[config.mk]
export PLATFORM = sky130hd
export DESIGN_NAME = lag1d_slot
export DESIGN_NICKNAME = d
export VERILOG_FILES = /design/src/lag1d_pkg.sv /design/src/lag1d_slot.sv
export SDC_FILE = /design/constraint.sdc
export NUM_CORES = 2
export LEC_CHECK = 0
export BUFFER_PORTS_ARGS = -buffer_cell sky130_fd_sc_hd__buf_2
export CORE_MARGIN = 5
export CORE_UTILIZATION = 40
export DETAILED_ROUTE_END_ITERATION = 8
export MAX_ROUTING_LAYER = met4
export PLACE_DENSITY = 0.51
export SETUP_SLACK_MARGIN = 0.2
export SYNTH_ARGS = -nofsm -noshare
export SYNTH_HDL_FRONTEND = slang
export SYNTH_SLANG_ARGS = --single-unit
[constraint.sdc]
create_clock -name clk_i -period 13.1 [get_ports clk_i]
set_input_delay 2.62 -clock clk_i [delete_from_list [all_inputs] [get_ports clk_i]]
set_output_delay 2.62 -clock clk_i [all_outputs]
set_load 0.02 [all_outputs]
[src/lag1d_pkg.sv]
// ----------------------------------------------------------------------------
// Lagrange 1D basis package
// Widths, codes and the coefficient table shared by the basis evaluator.
// ----------------------------------------------------------------------------
package lag1d_pkg;

  localparam int FRAC_BITS  = 16;
  localparam int COORD_W    = FRAC_BITS + 1;
  localparam int OUT_W      = FRAC_BITS + 5;
  localparam int COEF_W     = 8;
  localparam int H1_W       = COEF_W + COORD_W + 1;
  localparam int H2_W       = H1_W + COORD_W + 1;
  localparam int H3_W       = H2_W + COORD_W + 1;
  localparam int Q_W        = H3_W - 2 * FRAC_BITS - 1;
  localparam int NUM_SLOTS  = 4;
  localparam int NUM_POW    = 4;
  localparam int NUM_STAGES = 5;
  localparam int ORDER_W    = 3;
  localparam int CNT_W      = 3;
  localparam int APB_ADDR_W = 3;
  localparam int APB_DATA_W = 32;
  localparam int IN_DATA_W  = ((COORD_W + 7) / 8) * 8;
  localparam int OUT_BITS   = NUM_SLOTS * OUT_W + CNT_W;
  localparam int OUT_DATA_W = ((OUT_BITS + 7) / 8) * 8;

  localparam logic [ORDER_W-1:0] ORDER_MIN   = ORDER_W'(1);
  localparam logic [ORDER_W-1:0] ORDER_MAX   = ORDER_W'(3);
  localparam logic [ORDER_W-1:0] ORDER_RESET = ORDER_W'(1);

  localparam logic STATUS_OK        = 1'b0;
  localparam logic STATUS_BAD_ORDER = 1'b1;

  localparam logic MODE_VALUE = 1'b0;
  localparam logic MODE_DERIV = 1'b1;

  // Word index of the order register.
  localparam logic REG_BASIS_ORDER = 1'b0;

  typedef logic signed [COEF_W-1:0] coef_t;
  typedef coef_t coef_quad_t [NUM_POW];

  typedef struct packed {
    logic e;
    logic d;
    logic c;
    logic b;
    logic a;
  } stage_ld_t;

  // Doubled polynomial coefficients of s^0..s^3, by mode, order - 1 and slot.
  localparam coef_t COEF2 [2][3][NUM_SLOTS][NUM_POW] = '{
    '{
      '{ '{2, -2, 0, 0}, '{0, 2, 0, 0}, '{0, 0, 0, 0}, '{0, 0, 0, 0} },
      '{ '{2, -6, 4, 0}, '{0, 8, -8, 0}, '{0, -2, 4, 0}, '{0, 0, 0, 0} },
      '{ '{2, -11, 18, -9}, '{0, 18, -45, 27}, '{0, -9, 36, -27}, '{0, 2, -9, 9} }
    },
    '{
      '{ '{-2, 0, 0, 0}, '{2, 0, 0, 0}, '{0, 0, 0, 0}, '{0, 0, 0, 0} },
      '{ '{-6, 8, 0, 0}, '{8, -16, 0, 0}, '{-2, 8, 0, 0}, '{0, 0, 0, 0} },
      '{ '{-11, 36, -27, 0}, '{18, -90, 81, 0}, '{-9, 72, -81, 0}, '{2, -18, 27, 0} }
    }
  };

  function automatic logic order_ok(input logic [ORDER_W-1:0] order);
    return (order >= ORDER_MIN) && (order <= ORDER_MAX);
  endfunction

  // An unsupported order yields all-zero coefficients, so every result is zero.
  function automatic coef_quad_t coef_lookup(input logic mode,
                                             input logic [ORDER_W-1:0] order,
                                             input logic [1:0] slot);
    coef_quad_t r;
    logic [1:0] oi;
    oi = 2'(order - ORDER_MIN);
    r  = '{default: '0};
    if (order_ok(order)) begin
      r = COEF2[mode][oi][slot];
    end
    return r;
  endfunction

endpackage

[src/lag1d_slot.sv]
// ----------------------------------------------------------------------------
// Lagrange 1D basis slot
// Horner evaluation of one cubic over four register stages, then rounding
// to nearest and saturation into the output register.
// ----------------------------------------------------------------------------
module lag1d_slot (
  input  logic                                   clk_i,
  input  lag1d_pkg::stage_ld_t                   ld_i,
  input  logic [lag1d_pkg::COORD_W-1:0]          coord_a_i,
  input  logic [lag1d_pkg::COORD_W-1:0]          coord_b_i,
  input  logic [lag1d_pkg::COORD_W-1:0]          coord_c_i,
  input  lag1d_pkg::coef_quad_t                  coef_i,
  output logic signed [lag1d_pkg::OUT_W-1:0]     result_o
);

  localparam int CW = lag1d_pkg::COORD_W + 1;
  localparam int F  = lag1d_pkg::FRAC_BITS;

  localparam logic signed [lag1d_pkg::Q_W-1:0] OUT_MAX =
    lag1d_pkg::Q_W'((64'sd1 <<< (lag1d_pkg::OUT_W - 1)) - 64'sd1);
  localparam logic signed [lag1d_pkg::Q_W-1:0] OUT_MIN = -OUT_MAX - lag1d_pkg::Q_W'(1);

  lag1d_pkg::coef_quad_t coef_a_q;
  lag1d_pkg::coef_t      b1_b_q, b0_b_q, b0_c_q;

  logic signed [lag1d_pkg::H1_W-1:0] h1_d, h1_b_q;
  logic signed [lag1d_pkg::H2_W-1:0] h2_d, h2_c_q;
  logic signed [lag1d_pkg::H3_W-1:0] h3_d, h3_d_q, rnd;
  logic signed [lag1d_pkg::Q_W-1:0]  q;
  logic signed [lag1d_pkg::OUT_W-1:0] res_d, res_q;
  logic signed [CW-1:0] ca, cb, cc;

  assign ca = $signed({1'b0, coord_a_i});
  assign cb = $signed({1'b0, coord_b_i});
  assign cc = $signed({1'b0, coord_c_i});

  always_comb begin
    h1_d = lag1d_pkg::H1_W'(coef_a_q[3]) * lag1d_pkg::H1_W'(ca)
         + (lag1d_pkg::H1_W'(coef_a_q[2]) <<< F);
    h2_d = lag1d_pkg::H2_W'(h1_b_q) * lag1d_pkg::H2_W'(cb)
         + (lag1d_pkg::H2_W'(b1_b_q) <<< (2 * F));
    h3_d = lag1d_pkg::H3_W'(h2_c_q) * lag1d_pkg::H3_W'(cc)
         + (lag1d_pkg::H3_W'(b0_c_q) <<< (3 * F));
    rnd  = h3_d_q + (lag1d_pkg::H3_W'(1) <<< (2 * F));
    q    = $signed(rnd[lag1d_pkg::H3_W-1:2*F+1]);
    if (q > OUT_MAX) begin
      res_d = lag1d_pkg::OUT_W'(OUT_MAX);
    end else if (q < OUT_MIN) begin
      res_d = lag1d_pkg::OUT_W'(OUT_MIN);
    end else begin
      res_d = q[lag1d_pkg::OUT_W-1:0];
    end
  end

  always_ff @(posedge clk_i) begin
    if (ld_i.a) begin
      coef_a_q <= coef_i;
    end
    if (ld_i.b) begin
      h1_b_q <= h1_d;
      b1_b_q <= coef_a_q[1];
      b0_b_q <= coef_a_q[0];
    end
    if (ld_i.c) begin
      h2_c_q <= h2_d;
      b0_c_q <= b0_b_q;
    end
    if (ld_i.d) begin
      h3_d_q <= h3_d;
    end
    if (ld_i.e) begin
      res_q <= res_d;
    end
  end

  assign result_o = res_q;

endmodule

## Yosys cells after proc, flatten, opt, wreduce, memory -nomap -nowiden

Index checks and enable logic that the tools add are counted.

- Register bits after elaboration: 209
- Input bits: 89

- Add/subtract/negate cells: 4
- $mul: 3
- $lt $le $gt $ge: 2
- Multiplexer cells: 1

Operators by type and width:

| operator | count |
|---|---|
| $add 62x34->62 const B | 1 |
| $add 62x56->62 | 1 |
| $mul 44x18->62 | 1 |
| $add 44x40->44 | 1 |
| $mul 26x18->44 | 1 |
| $gt 29x21->1 const B | 1 |
| $lt 29x21->1 const B | 1 |
| $add 26x24->26 | 1 |
| $mul 8x18->26 | 1 |
| $mux 21 | 1 |

## Longest topological paths before layout

- Depth in word-level cells: 3
- Depth in mapped cells: 27

## Worst setup path before layout

No wires, ideal clock.

- Path kind: input -> register
- Start point: input port coord_b_i[9] in the netlist's numbering
- End point: register h2_c_q[42] in the netlist's numbering (data pin)
- Data arrival time: 8.741 ns
- Data required time: 12.828 ns
- Path slack: 4.087 ns
- Stages: 25
- Cells stage by stage: clkbuf_1 clkbuf_1 nand2_1 fa_1 inv_1 fa_1 inv_1 fa_1 inv_1 fa_1 fa_1 inv_1 fa_1 inv_1 ha_1 clkbuf_1 nand4_1 or3_1 o221ai_1 o21ai_1 o41ai_4 o211ai_2 a2111oi_2 or4_1 o2111ai_1

- Cells in the longest elaborated chain, start to end: 2

Ends and longest elaborated chain:

| item | RTL line | text |
|---|---|---|
| start: declaration | lag1d_slot.sv:10 | `input logic [lag1d_pkg::COORD_W-1:0] coord_b_i,` |
| $mul 26x18->44 | lag1d_slot.sv:40 | `h2_d = lag1d_pkg::H2_W'(h1_b_q) * lag1d_pkg::H2_W'(cb)` |
| $add 44x40->44 | lag1d_slot.sv:41 | `+ (lag1d_pkg::H2_W'(b1_b_q) <<< (2 * F));` |
| via h2_d (one bit) | lag1d_slot.sv:27 | `logic signed [lag1d_pkg::H2_W-1:0] h2_d, h2_c_q;` |
| end signal: assignment | lag1d_slot.sv:65 | `h2_c_q <= h2_d;` |
| end: declaration | lag1d_slot.sv:27 |  |

The timed path passes the listed nets, and every way through them passes these cells.
A chain may end at the register's enable or synchronous reset.

## Worst setup path in the final report

- Start point: input port coord_c_i[9] in the netlist's numbering
- End point: register h3_d_q[61] in the netlist's numbering (data pin)

- Cells in the longest elaborated chain, start to end: 2

Ends and longest elaborated chain:

| item | RTL line | text |
|---|---|---|
| start: declaration | lag1d_slot.sv:11 | `input logic [lag1d_pkg::COORD_W-1:0] coord_c_i,` |
| $mul 44x18->62 | lag1d_slot.sv:42 | `h3_d = lag1d_pkg::H3_W'(h2_c_q) * lag1d_pkg::H3_W'(cc)` |
| $add 62x56->62 | lag1d_slot.sv:43 | `+ (lag1d_pkg::H3_W'(b0_c_q) <<< (3 * F));` |
| via h3_d (one bit) | lag1d_slot.sv:28 | `logic signed [lag1d_pkg::H3_W-1:0] h3_d, h3_d_q, rnd;` |
| end signal: assignment | lag1d_slot.sv:69 | `h3_d_q <= h3_d;` |
| end: declaration | lag1d_slot.sv:28 |  |

The timed path passes the listed nets, and every way through them passes these cells.

==> results by group <==
Clock network
  – CTS tree: yes
  – CTS Buf Count: 17
  – Postcts setup bufs: 0
  – Max Buffers Root-to-Sink: 2
  – Clk_lat worst skew: 0.51 ns
  – H-tree Lvls: 4
  – Root Buffer: clkbuf_16
  – Clk slew on worst S/H paths: 0.09 ns
  – CTS Sinks: 177
  – Hold bufs inserted after CTS: 0
  – PostCTS Resize Cnt: 0

Cells and area
  – Commonest non-fill, non-tap cell in the layout: inv_1
  – Area delta synth->final: 5.426%
  – Final Util: 42.37%
  – Most frequent cells in the layout: 1,516 x inv_1, 1,245 x fa_1, 762 x and2_1, 600 x nand2_1, 372 x ha_1
  – Share of cells above drive strength 1: 3.711%
  – NumNets Final: 7,191

Placement
  – DP HPWL: 103,500 um
  – I/O Buffers: 109
  – Pre-CTS setup slack: 3.130 ns
  – RePlAce Congestion: 0.8268

Yosys
  – Syn Inst Count: 5,525
  – EDFF count, synth: 177
  – Post-synth top area share: 47.24%
  – Ys async rst share: 0%
  – Mapped Area: 52,760 sq um
  – Ys flop type: edfxtp_1
  – Syn Nets: 7,231
  – Syn. warnings: 0
  – Syn_area_per_cell: 9.550 sq um
  – Yosys reg bits: 177
  – Area contributors post-synth: fa_1 47%, inv_1 11%, edfxtp_1 10%
  – Register area share after synthesis: 10.07%
  – Netlist cell types: 72
  – Most area-hungry cell type in the Yosys netlist: fa_1

Global route
  – Number of global-route vias before repair: 39,080
  – Initial antenna violation count: 9
  – GRT Overall Usage: 19.96%
  – First-pass GRT wire length: 214,600 um
  – Largest net degree at the start of global routing: 53
  – Grt ovf: 0

Timing
  – Clock skew: 0.02071 ns
  – Fmax: 105.3 MHz
  – Rel. slew slack: 26.14%
  – Post-route minimum period: 9.498 ns
  – Total negative slack: 0 ns
  – Setup Viol. Count Final: 0
  – RSZ-0062 raised after global routing: false
  – Final worst slack: 3.602 ns
  – Worst-Margin Slew: 1.108 ns
  – Worst Hold Slack: 0.4087 ns
  – Final period utilization: 72.50%
  – Final Hold Vio Count: 0
  – Slew Viols, Final: 0

Setup path
  – Cells on worst reg2reg path: 22
  – Critical path class: in2reg
  – Crit path DAT: 9.74 ns
  – Worst r2r src: h2_c_q[21]
  – FF-to-FF End: h3_d_q[61]
  – CP Capture Type: flip-flop
  – Critical Path Source Type: input port
  – Crit Path Max Fanout: 44
  – Required time worst endpoint: 13.35 ns
  – R2r setup slk: 5.31 ns

Route
  – Post-DRT Antenna Nets: 0
  – Final WL: 129,100 um
  – 1st-pass router iterations: 5
  – # DRC: 0
  – Vias per std cell: 4.782
  – Routed via count: 34,710
  – Initial DRC Count: 1,654
  – DR WL/cell: 17.78 um

Status
  – Outcome: completed

Floorplan
  – IO Count: 110
  – Chip width: 373.2 um
  – Core area: 131,300 sq um
  – Die Y: 373.2 um
  – Initial Utilization: 40.19%
  – Die area: 139,300 sq um
  – Site Rows: 133

Min path
  – Hold Path Cell Cnt: 0
  – Min-delay worst type: reg2reg
  – Hold EP: b0_c_q[7]
  – Min-delay src: b0_b_q[7]

Job
  – Max-cap viol count: 0
logic make-up after synthesis:
family	share of synthesized area, %
simple gates	15.70
compound gates	3.946
fa+ha+maj	56.06
buf+inv	12.28
flops	10.07
xor+xnor	1.925
mux	0.02134
critical path, cell delays in order:
cell       delay [ns]
buf_2            0.08
buf_4            0.56
nand2_1          0.17
fa_1             0.57
inv_1            0.05
fa_1             0.48
fa_1             0.58
fa_1             0.43
fa_1             0.50
inv_1            0.05
fa_1             0.47
inv_1            0.05
ha_1             0.41
a21oi_1          0.10
o21ai_0          0.32
nor2_1           0.09
a2111oi_0        0.46
a21oi_1          0.32
a21oi_1          0.47
a21oi_1          0.24
o311ai_0         0.37
o211ai_1         0.17
xnor2_1          0.15
routing by layer:
| layer | part of all wire [%] | global-route usage, % | wire, um | vias to the layer above |
|---|---|---|---|---|
| li1 | - | - | - | 15990 |
| met1 | 45 | 26.17 | 58520 | 18090 |
| met2 | 49 | 33.70 | 63480 | 523 |
| met3 | 3.7 | 2.645 | 4778 | 112 |
| met4 | 1.8 | 3.696 | 2304 | 0 |
| met5 | 0 | - | 0 | - |
state kept, by name (all words and copies together), names as in the netlist:
register,flops
b0_b_q,8
b1_b_q,8
b0_c_q,8
h1_b_q,26
h3_d_q,30
h2_c_q,44
coef_a_q,32
result_o,21
through the flow:
stage	std cells	cell area, sq um
2_1_floorplan	5525	52760
3_3_place_gp	7221	54990
3_5_place_dp	7221	54990
4_1_cts	7252	55610
5_1_grt	7259	55630
6_report	7259	55630
cell type report:
type                       instances  area (sq um)
fill                           13100         75670
multi-input combinational       3628         40970
inverter                        1516          5690
sequential                       177          5315
tap                             1755          2196
timing repair buffer             145         815.8
clock buffer                      18         429.2
clock inverter                    13         191.4
antenna                            7         17.52
cell usage after synthesis, types with 13 or more instances:
cell and instances:
o21bai_1 18, ha_1 372, nor3_1 22, nand4_1 16, nand3_1 35, fa_1 1245
edfxtp_1 177, nand2b_1 26, nand2_1 600, o21ai_0 41, clkbuf_1 199, xor2_1 37
xnor2_1 79, and2_1 762, a21oi_1 96, o21a_1 13, inv_1 1516, a21o_1 44
nor2_1 57, and3_1 14
worst max-delay path by stage:
stage | depth (start not counted) | slack (ns) | start | endpoint
3_3_place_gp | 23 | 3.21 | coord_c_i[9] | h3_d_q[60]
4_1_cts | 24 | 3.68 | coord_c_i[5] | h3_d_q[57]
3_5_place_dp | 24 | 3.13 | coord_c_i[5] | h3_d_q[57]
5_1_grt | 23 | 3.17 | coord_c_i[9] | h3_d_q[61]
6_report | 23 | 3.60 | coord_c_i[9] | h3_d_q[61]
2_1_floorplan | 25 | 4.09 | coord_b_i[9] | h2_c_q[42]
Power is left out: the tool's default activity adds up to more than one toggle a clock period on the data nets, which glitch-free logic cannot reach.
